**src/design/dri_pkg.sv**
```systemverilog
// Shared widths, types and constants for the dead-reckoning double integrator.
// No dependencies.
package dri_pkg;

    localparam int ACCEL_WIDTH    = 16;
    localparam int FRAC_BITS      = 8;
    localparam int VELOCITY_WIDTH = 40;
    localparam int POS_WIDTH      = 32;
    localparam int LIMIT_WIDTH    = 8;

    // position is integrated in units of 2^-SHIFT_K
    localparam int SHIFT_K   = FRAC_BITS + 2;
    localparam int SUM_WIDTH = ((POS_WIDTH + SHIFT_K > VELOCITY_WIDTH + 1) ?
                                (POS_WIDTH + SHIFT_K) : (VELOCITY_WIDTH + 1)) + 1;
    localparam int QUOT_WIDTH = SUM_WIDTH - SHIFT_K;

    localparam logic [LIMIT_WIDTH-1:0] LIMIT_RESET = LIMIT_WIDTH'(25);

    typedef logic signed [ACCEL_WIDTH-1:0]    t_accel;
    typedef logic signed [VELOCITY_WIDTH-1:0] t_vel;
    typedef logic signed [POS_WIDTH-1:0]      t_pos;
    typedef logic [LIMIT_WIDTH-1:0]           t_limit;

    typedef struct packed {
        logic   en;
        t_limit limit;
    } t_axis_ctrl;

endpackage

```
**src/design/dri_axis.sv**
```systemverilog
// One axis: holds previous sample, velocity, position and zero-run count,
// and computes the next position combinationally. Depends on dri_pkg.
module dri_axis
    import dri_pkg::*;
(
    input  logic       i_clk,
    input  logic       i_rst_n,
    input  t_axis_ctrl i_ctrl,
    input  t_accel     i_accel,
    output t_pos       o_pos_next
);

    t_accel         r_prev;
    t_vel           r_vel;
    t_pos           r_pos;
    t_limit         r_run;

    logic signed [ACCEL_WIDTH:0]    delta;
    logic signed [VELOCITY_WIDTH:0] v_sum;
    t_vel                           v_new;
    t_vel                           n_vel;
    logic signed [SUM_WIDTH-1:0]    total;
    logic signed [QUOT_WIDTH-1:0]   quot;
    logic                           round_up;
    logic [QUOT_WIDTH-POS_WIDTH:0]  top_bits;
    t_limit                         n_run;

    always_comb begin
        delta = {r_prev[ACCEL_WIDTH-1], r_prev} + {i_accel[ACCEL_WIDTH-1], i_accel};
        v_sum = {r_vel[VELOCITY_WIDTH-1], r_vel}
              + {{(VELOCITY_WIDTH-ACCEL_WIDTH){delta[ACCEL_WIDTH]}}, delta};
        if (v_sum[VELOCITY_WIDTH] != v_sum[VELOCITY_WIDTH-1]) begin
            v_new = v_sum[VELOCITY_WIDTH] ? {1'b1, {(VELOCITY_WIDTH-1){1'b0}}}
                                          : {1'b0, {(VELOCITY_WIDTH-1){1'b1}}};
        end else begin
            v_new = v_sum[VELOCITY_WIDTH-1:0];
        end

        total = {{(SUM_WIDTH-POS_WIDTH-SHIFT_K){r_pos[POS_WIDTH-1]}}, r_pos,
                 {SHIFT_K{1'b0}}}
              + {{(SUM_WIDTH-VELOCITY_WIDTH){r_vel[VELOCITY_WIDTH-1]}}, r_vel}
              + {{(SUM_WIDTH-VELOCITY_WIDTH){v_new[VELOCITY_WIDTH-1]}}, v_new};

        // truncate toward zero
        round_up = total[SUM_WIDTH-1] && (total[SHIFT_K-1:0] != '0);
        quot     = total[SUM_WIDTH-1:SHIFT_K] + QUOT_WIDTH'(round_up);
        top_bits = quot[QUOT_WIDTH-1:POS_WIDTH-1];
        if (top_bits == '0 || top_bits == '1) begin
            o_pos_next = quot[POS_WIDTH-1:0];
        end else begin
            o_pos_next = quot[QUOT_WIDTH-1] ? {1'b1, {(POS_WIDTH-1){1'b0}}}
                                            : {1'b0, {(POS_WIDTH-1){1'b1}}};
        end

        if (i_accel == '0) begin
            n_run = (r_run < i_ctrl.limit) ? r_run + 1'b1 : r_run;
        end else begin
            n_run = '0;
        end
        n_vel = (n_run >= i_ctrl.limit) ? '0 : v_new;
    end

    always_ff @(posedge i_clk) begin
        if (!i_rst_n) begin
            r_prev <= '0;
            r_vel  <= '0;
            r_pos  <= '0;
            r_run  <= '0;
        end else if (i_ctrl.en) begin
            r_prev <= i_accel;
            r_vel  <= n_vel;
            r_pos  <= o_pos_next;
            r_run  <= n_run;
        end
    end

endmodule

```
**src/design/dead_reckoning_double_integrator.sv**
```systemverilog
// Top level: input register, three axis integrators, result register.
// Depends on dri_pkg and dri_axis.
//
//  channel  | signals                               | dir
//  ---------+---------------------------------------+-----
//  input    | i_valid o_ready i_accel_x/y/z         | in
//  result   | o_valid i_ready o_pos_x/y/z           | out
//  config   | i_cfg_we i_cfg_data (zero_count_limit)| in
//
// An accepted item passes through the input register, then the result register;
// one item per cycle sustained while the result side does not stall, with the
// per-axis state update (add, shift, saturate) done combinationally.
// The input register keeps accepting while a result waits, until both hold items.
// Synchronous active-low reset clears all axis state; limit resets to 25.
module dead_reckoning_double_integrator
    import dri_pkg::*;
(
    input  logic   i_clk,
    input  logic   i_rst_n,
    input  logic   i_valid,
    output logic   o_ready,
    input  t_accel i_accel_x,
    input  t_accel i_accel_y,
    input  t_accel i_accel_z,
    output logic   o_valid,
    input  logic   i_ready,
    output t_pos   o_pos_x,
    output t_pos   o_pos_y,
    output t_pos   o_pos_z,
    input  logic   i_cfg_we,
    input  t_limit i_cfg_data
);

    logic       r_in_valid;
    t_accel     r_ax, r_ay, r_az;
    logic       r_out_valid;
    t_pos       r_px, r_py, r_pz;
    t_limit     r_limit;
    logic       advance;
    t_axis_ctrl ctrl;
    t_pos       pos_x, pos_y, pos_z;

    assign advance   = r_in_valid && (!r_out_valid || i_ready);
    assign o_ready   = !r_in_valid || advance;
    assign ctrl.en    = advance;
    assign ctrl.limit = r_limit;

    always_ff @(posedge i_clk) begin
        if (!i_rst_n) begin
            r_limit <= LIMIT_RESET;
        end else if (i_cfg_we) begin
            r_limit <= i_cfg_data;
        end
    end

    always_ff @(posedge i_clk) begin
        if (!i_rst_n) begin
            r_in_valid <= 1'b0;
        end else if (o_ready) begin
            r_in_valid <= i_valid;
        end
    end

    always_ff @(posedge i_clk) begin
        if (o_ready && i_valid) begin
            r_ax <= i_accel_x;
            r_ay <= i_accel_y;
            r_az <= i_accel_z;
        end
    end

    dri_axis u_axis_x (
        .i_clk(i_clk), .i_rst_n(i_rst_n), .i_ctrl(ctrl), .i_accel(r_ax), .o_pos_next(pos_x)
    );
    dri_axis u_axis_y (
        .i_clk(i_clk), .i_rst_n(i_rst_n), .i_ctrl(ctrl), .i_accel(r_ay), .o_pos_next(pos_y)
    );
    dri_axis u_axis_z (
        .i_clk(i_clk), .i_rst_n(i_rst_n), .i_ctrl(ctrl), .i_accel(r_az), .o_pos_next(pos_z)
    );

    always_ff @(posedge i_clk) begin
        if (!i_rst_n) begin
            r_out_valid <= 1'b0;
        end else if (advance) begin
            r_out_valid <= 1'b1;
        end else if (i_ready) begin
            r_out_valid <= 1'b0;
        end
    end

    always_ff @(posedge i_clk) begin
        if (advance) begin
            r_px <= pos_x;
            r_py <= pos_y;
            r_pz <= pos_z;
        end
    end

    assign o_valid = r_out_valid;
    assign o_pos_x = r_px;
    assign o_pos_y = r_py;
    assign o_pos_z = r_pz;

endmodule

```
**config.mk**
```make
export PLATFORM = sky130hd
export DESIGN_NAME = dead_reckoning_double_integrator
export DESIGN_NICKNAME = d
export VERILOG_FILES = /design/src/design/dri_pkg.sv /design/src/design/dri_axis.sv /design/src/design/dead_reckoning_double_integrator.sv
export SDC_FILE = /design/constraint.sdc
export NUM_CORES = 2
export LEC_CHECK = 0
export BUFFER_PORTS_ARGS = -buffer_cell sky130_fd_sc_hd__buf_2
export CAP_MARGIN = 30
export CORE_MARGIN = 4
export CORE_UTILIZATION = 39
export DETAILED_ROUTE_END_ITERATION = 6
export SYNTH_ARGS = -nofsm -noshare
export SYNTH_HDL_FRONTEND = slang
export SYNTH_SLANG_ARGS = --single-unit
```
**constraint.sdc**
```tcl
create_clock -name i_clk -period 13.93 [get_ports i_clk]
set_input_delay 0.6965 -clock i_clk [delete_from_list [all_inputs] [get_ports i_clk]]
set_output_delay 0.6965 -clock i_clk [all_outputs]
set_load 0.01 [all_outputs]
```
### Yosys cells after proc, flatten, opt, wreduce, memory -nomap -nowiden

Index checks and enable logic that the tools add are counted.

| storage, ports and cells | value |
|---|---|
| register bits | 442 |
| input bits | 61 |
| output and inout port bits | 98 |
| word-level logic and storage cells | 96 |

| operators by class | value |
|---|---|
| multiplexer cells | 23 |
| reductions and logical operators | 22 |
| $add $sub $neg | 18 |
| magnitude comparators | 6 |
| equal/unequal tests | 6 |

Operators with widths:

| operator | number |
|---|---|
| 40-bit two-way mux | 9 |
| 32-bit two-way mux | 6 |
| 42-bit by 40-bit adder with 43-bit output | 3 |
| 43-bit adder | 3 |
| 40-bit by 17-bit adder with 41-bit output | 3 |
| 33-bit by 1-bit adder with 33-bit output | 3 |
| 16-bit by 16-bit adder with 17-bit output | 3 |
| 16-bit logical NOT | 3 |
| 8-bit two-way mux | 6 |
| 10-bit nonzero test | 3 |
| 8-bit by 1-bit adder with 8-bit output (second input constant) | 3 |
| 8-bit >= comparator | 3 |
| 8-bit less-than comparator | 3 |
| 2-bit == test (second input constant) | 3 |
| 2-bit logical NOT | 3 |
| 1-bit logical AND | 5 |
| 1-bit logical OR | 5 |
| 1-bit inequality test | 3 |
| 1-bit logical NOT | 2 |
| 1-bit two-way mux | 2 |
| 2-bit nonzero test | 1 |

### Logic depth before layout (Yosys ltp)

| depth | value |
|---|---|
| word-level depth | 11 |
| gate-level depth with buffers | 43 |
| depth with buffers taken out | 39 |

### Hierarchy

From an unflattened synthesis, not the netlist that was laid out.

| second synthesis, totals | value |
|---|---|
| cell total of the unflattened synthesis | 4,380 |
| area total of the unflattened synthesis | 40,247.4 sq um |

By module, submodules not included:

| module | times used | area an instance (sq um) | seq. area each (sq um) | cells an instance |
|---|---|---|---|---|
| dri_axis at u_axis_x | 1 | 11,960.2 | 1,921.8 | 1,401 |
| dri_axis at u_axis_y | 1 | 11,866.4 | 1,921.8 | 1,392 |
| dri_axis at u_axis_z | 1 | 11,713.7 | 1,921.8 | 1,408 |
| dead_reckoning_double_integrator | 1 | 4,707.0 | 4,524.3 | 179 |

### Least setup slack after synthesis

Ideal clock, no wire load.

| timing | value |
|---|---|
| kind | reg2reg |
| start point | register r_az[15] |
| end point | register r_pz[30], in the netlist o_pos_z[30], data pin |
| required time | 13,796 ps |
| path slack | 3,619 ps |
| stages on the path, launching flop included | 40 |
| path buffers | 3 |
| data arrival time | 10,178 ps |
| setup time | 134 ps |
| cell sequence | edfxtp_1 fa_1 ha_1 clkbuf_1 nand4_1 inv_1 nand2_1 o22ai_1 a21oi_1 a211o_1 and4_1 or2_2 o221ai_1 xnor2_1 clkbuf_1 nor2_1 o21ai_0 fa_1 [... 4 more ...] a21boi_0 or4b_2 o21a_1 o211ai_1 a21oi_1 xor2_1 a31oi_1 ha_1 ha_1 nand4_1 or4b_1 nand4b_4 and3_1 and4_4 or3_4 buf_6 or3_1 nand2_1 |

| between the ends | value |
|---|---|
| cells in the longest elaborated chain, start to end | 11 |
| elaborated cells on any way between the ends | 14 |

RTL lines:

| what | RTL line | source |
|---|---|---|
| from (decl) | dead_reckoning_double_integrator.sv:35 | `t_accel r_ax, r_ay, r_az;` |
| from (signal assigned) | dead_reckoning_double_integrator.sv:68 | `r_az <= i_accel_z;` |
| 16-bit by 16-bit adder with 17-bit output (*) | dri_axis.sv:29 | `delta = {r_prev[ACCEL_WIDTH-1], r_prev} + {i_accel[ACCEL_WIDTH-1], i_accel};` |
| 40-bit by 17-bit adder with 41-bit output (*) | dri_axis.sv:31 | `+ {{(VELOCITY_WIDTH-ACCEL_WIDTH){delta[ACCEL_WIDTH]}}, delta};` |
| 40-bit two-way mux or 1-bit inequality test (tied branches) | dri_axis.sv:33, dri_axis.sv:32 |  |
| 40-bit two-way mux (*) | dri_axis.sv:32 | `if (v_sum[VELOCITY_WIDTH] != v_sum[VELOCITY_WIDTH-1]) begin` |
| 43-bit adder (*) | dri_axis.sv:42 | `+ {{(SUM_WIDTH-VELOCITY_WIDTH){v_new[VELOCITY_WIDTH-1]}}, v_new};` |
| 10-bit nonzero test | dri_axis.sv:45 | `round_up = total[SUM_WIDTH-1] && (total[SHIFT_K-1:0] != '0);` |
| 1-bit logical AND | dri_axis.sv:45 |  |
| 33-bit by 1-bit adder with 33-bit output (*) | dri_axis.sv:46 | `quot = total[SUM_WIDTH-1:SHIFT_K] + QUOT_WIDTH'(round_up);` |
| 2-bit == test or 2-bit logical NOT (tied branches) | dri_axis.sv:48 | `if (top_bits == '0 \|\| top_bits == '1) begin` |
| 1-bit logical OR | dri_axis.sv:48 |  |
| 32-bit two-way mux (*) | dri_axis.sv:48 |  |
| named net pos_z[30] | dead_reckoning_double_integrator.sv:41 | `t_pos pos_x, pos_y, pos_z;` |
| to (signal assigned) | dead_reckoning_double_integrator.sv:96 | `r_pz <= pos_z;` |
| to (decl) | dead_reckoning_double_integrator.sv:37 | `t_pos r_px, r_py, r_pz;` |

Mark *: on every way through the listed nets, which the timed path passes. The rest lies on a longest branch.
A chain may end at the register's enable or synchronous reset.

### Worst setup path after layout

| timing | value |
|---|---|
| start point | register r_az[1] |
| end point | register u_axis_z.r_pos[11] |

| between the ends | value |
|---|---|
| cells in the longest elaborated chain, start to end | 11 |
| elaborated cells on any way between the ends | 14 |

RTL lines:

| what | RTL line | source |
|---|---|---|
| 16-bit by 16-bit adder with 17-bit output (*) | dri_axis.sv:29 |  |
| 40-bit by 17-bit adder with 41-bit output (*) | dri_axis.sv:31 |  |
| 40-bit two-way mux or 1-bit inequality test (tied branches) | dri_axis.sv:33, dri_axis.sv:32 |  |
| 40-bit two-way mux (*) | dri_axis.sv:32 |  |
| 43-bit adder (*) | dri_axis.sv:42 |  |
| 10-bit nonzero test | dri_axis.sv:45 |  |
| 1-bit logical AND | dri_axis.sv:45 |  |
| 33-bit by 1-bit adder with 33-bit output (*) | dri_axis.sv:46 |  |
| 2-bit == test or 2-bit logical NOT (tied branches) | dri_axis.sv:48 |  |
| 1-bit logical OR | dri_axis.sv:48 |  |
| 32-bit two-way mux (*) | dri_axis.sv:48 |  |
| to (signal assigned) | dri_axis.sv:72 | `r_pos <= o_pos_next;` |
| to (decl) | dri_axis.sv:15 | `t_pos r_pos;` |

Every way passes the cells marked *; elsewhere a longest branch is shown, timed or not.

==> results.py <==
metrics = {
    "global_route": {
        "gr-usage-all-layers": 0.213,
        "grt_pass1_wl_mm": 184,
        "grt_overflow": 0,
        "grt_pass1_vias": 32500,
        "antenna_found_initial": 6,
        "grt_max_degree": 84,
    },
    "logic_synthesis": {
        "ys_ff_latch": 442,
        "synthMostInstantiatedCell": "inv_1",
        "netlist_area_um2": 39800,
        "synth.distinct_cells": 92,
        "ys_async_sr_fraction": 0,
        "syn_area_per_cell_um2": 8.61,
        "synth_area_leaders": "dfxtp_1 15%, fa_1 11%, edfxtp_1 11%",
        "yosys.area.top_type": "dfxtp_1",
        "synth_common_cells": "474 x inv_1, 380 x nand2_1, 327 x ha_1",
        "seq_area_frac_synth": 0.258,
        "synth-main-ff-cell": "dfxtp_1",
        "synth_fp_nets": 5233,
        "syn_inst": 4623,
        "yosys_warnings": 0,
        "synth_top_area_frac": 0.150,
        "synth-edff-count": 144,
    },
    "clock_network": {
        "cts_buffers": 54,
        "cts_sinks": 442,
        "h-tree-depth": 2,
        "clk_pin_slew_ns": 0.06,
        "clockBufferDepth": 3,
        "cts_tree": "built",
        "cts_root_buf": "clkbuf_16",
        "post_cts_buffers": 0,
        "cts_hold_buf": 0,
        "ctsResizeCount": 0,
        "clk_latency_ns": 0.66,
    },
    "timing": {
        "fmax_mhz": 83.2,
        "rsz0062_at_grt": "no",
        "hold_viol": 0,
        "slew_headroom": 0.283,
        "maxSlewViolCount": 0,
        "fin_crit_sh": 0.862,
        "timing.final.crit_period_ns": 12.01,
        "setup_violations": 0,
        "finalClockSkew_ns": 0.0351,
        "finalSetupTns_ns": 0,
        "worstMarginPinSlew_ns": 1.07,
    },
    "route": {
        "via_per_inst": 5.52,
        "first_pass_iters": 5,
        "drt_iter0_markers": 2632,
        "routedWlPerCell_um": 19.1,
        "ant_nets": 0,
        "wl_mm": 116,
        "drc": 0,
        "dr_total_vias": 33600,
    },
    "setup_path": {
        "start_kind": "flop",
        "path_common_cell": "a21oi_1",
        "worst_path_max_delay_cell": "nor2_1",
        "r2r-start": "r_az[1]",
        "worstPathMaxFanout": 30,
        "r2r_cells": 40,
        "worstSetupPathType": "flop to flop",
        "cp.arrival_ns": 12.53,
        "slowest_delay_ns": 0.70,
        "r2r_end": "u_axis_z.r_pos[11]",
        "crit_required_ns": 14.45,
        "endpoint_kind": "flop",
        "rrSetupSlack_ns": 1.92,
    },
    "job": {
        "drv_cap": 0,
    },
    "floorplanning": {
        "pin_count": 159,
        "die_width_um": 327,
        "core_um2": 101000,
        "row_count": 116,
        "fp.dieH_um": 327,
        "die_area_um2": 107000,
        "start_util": 0.395,
    },
    "min_path": {
        "min_to": "r_ay[11]",
        "whs_path_depth": 1,
        "hold_path_class": "input pin to flop",
        "hold_start": "i_accel_y[11]",
    },
    "final_layout": {
        "nets": 5292,
        "area_growth_pct": 10.0,
        "layout-drive-gt1-share": 0.0738,
    },
    "run_status": {
        "status": "finished, final reports clean",
    },
    "placement": {
        "portBuffers": 158,
        "post-dp-hpwl_mm": 91.2,
        "place_congestion": 0.924,
    },
}
-- critical path, delay by kind of cell, from the launching register on --
family                   cells  cell delay [ns]
AND/OR/NAND/NOR              9             3.26
XOR/XNOR                     2             0.35
adder cells (fa/ha/maj)      6             2.25
flip-flops                   1             0.43
buffers and inverters        4             0.72
AO/OA/AOI/OAI               19             4.86
-- flip-flops by register name, summed over array words and instances, names as in the netlist --
name	flops
u_axis_x.r_prev	16
r_limit	8
u_axis_x.r_vel	40
u_axis_y.r_vel	40
u_axis_z.r_prev	16
r_ax	16
r_ay	16
o_pos_z	32
u_axis_z.r_run	8
u_axis_z.r_vel	40
u_axis_z.r_pos	32
u_axis_y.r_run	8
u_axis_y.r_prev	16
u_axis_x.r_run	8
o_pos_y	32
u_axis_x.r_pos	32
r_in_valid	1
o_pos_x	32
r_az	16
u_axis_y.r_pos	32
o_valid	1
-- stage by stage --
step | worst slack, ns | hold WS [ns] | cell area (µm²) | instances | utilization
2_1_floorplan | 3.62 | 0.449 | 39800 | 4623 | -
3_3_place_gp | 2.24 | 0.463 | 41900 | 5980 | 0.416
3_5_place_dp | 1.98 | 0.466 | 41900 | 5980 | 0.416
4_1_cts | 1.97 | 0.162 | 43700 | 6082 | 0.434
5_1_grt | 0.970 | 0.187 | 43800 | 6087 | 0.435
6_report | 1.92 | 0.217 | 43800 | 6088 | 0.435
-- worst max path at each step --
stage | start | endpoint | slack (ns) | depth (start not counted)
4_1_cts | r_az[1] | u_axis_z.r_pos[3] | 1.97 | 39
2_1_floorplan | r_az[15] | o_pos_z[30] | 3.62 | 39
3_5_place_dp | r_az[1] | u_axis_z.r_pos[15] | 1.98 | 39
3_3_place_gp | r_az[1] | u_axis_z.r_pos[21] | 2.24 | 39
5_1_grt | r_az[1] | u_axis_z.r_pos[11] | 0.97 | 40
6_report | r_az[1] | u_axis_z.r_pos[11] | 1.92 | 40
-- cell usage in the layout, fill, tap and decap left out, types with 84 or more instances in the layout --
master	netlist	final
xnor2_1	180	176
nor2_1	285	284
o22ai_1	96	96
ha_1	327	327
a21o_1	172	172
nor3_1	85	85
o21ai_0	217	216
nand3_1	87	87
a21oi_1	322	321
buf_2	15	157
fa_1	222	222
inv_1	474	473
nand2_1	380	379
edfxtp_1	144	144
nand4_1	84	84
xor2_1	123	122
dfxtp_1	298	298
-- kinds of logic after synthesis --
logic type	Yosys count	synth area share
and+or+nand+nor	1276	0.159
muxes	24	0.00610
xor gates and xnor gates	303	0.0667
adders and majority gates	618	0.232
AOI/OAI and AO/OA	1294	0.215
DFF	442	0.258
buffers and inverters	666	0.0639
-- routing by layer --
| metal | share of wire | vias up | GRT usage |
|---|---|---|---|
| met5 | 0.00036 | - | 0 |
| li1 | - | 16500 | - |
| met4 | 0.026 | 6 | 0.0581 |
| met3 | 0.061 | 161 | 0.0346 |
| met1 | 0.48 | 16000 | 0.308 |
| met2 | 0.43 | 942 | 0.328 |
-- layout make-up --
cell class              count  area, µm²
flip-flops and latches    442      10300
diodes                      3       7.51
clock inverters            31        319
fillers                 10100      56900
multi-input cells        3515      27100
repair buffers            195       1100
well taps                1357       1700
inverters                 474       1790
clock buffers              71       1520
Power is left out: the tool's default activity adds up to more than one toggle a clock period on the data nets, which glitch-free logic cannot reach.
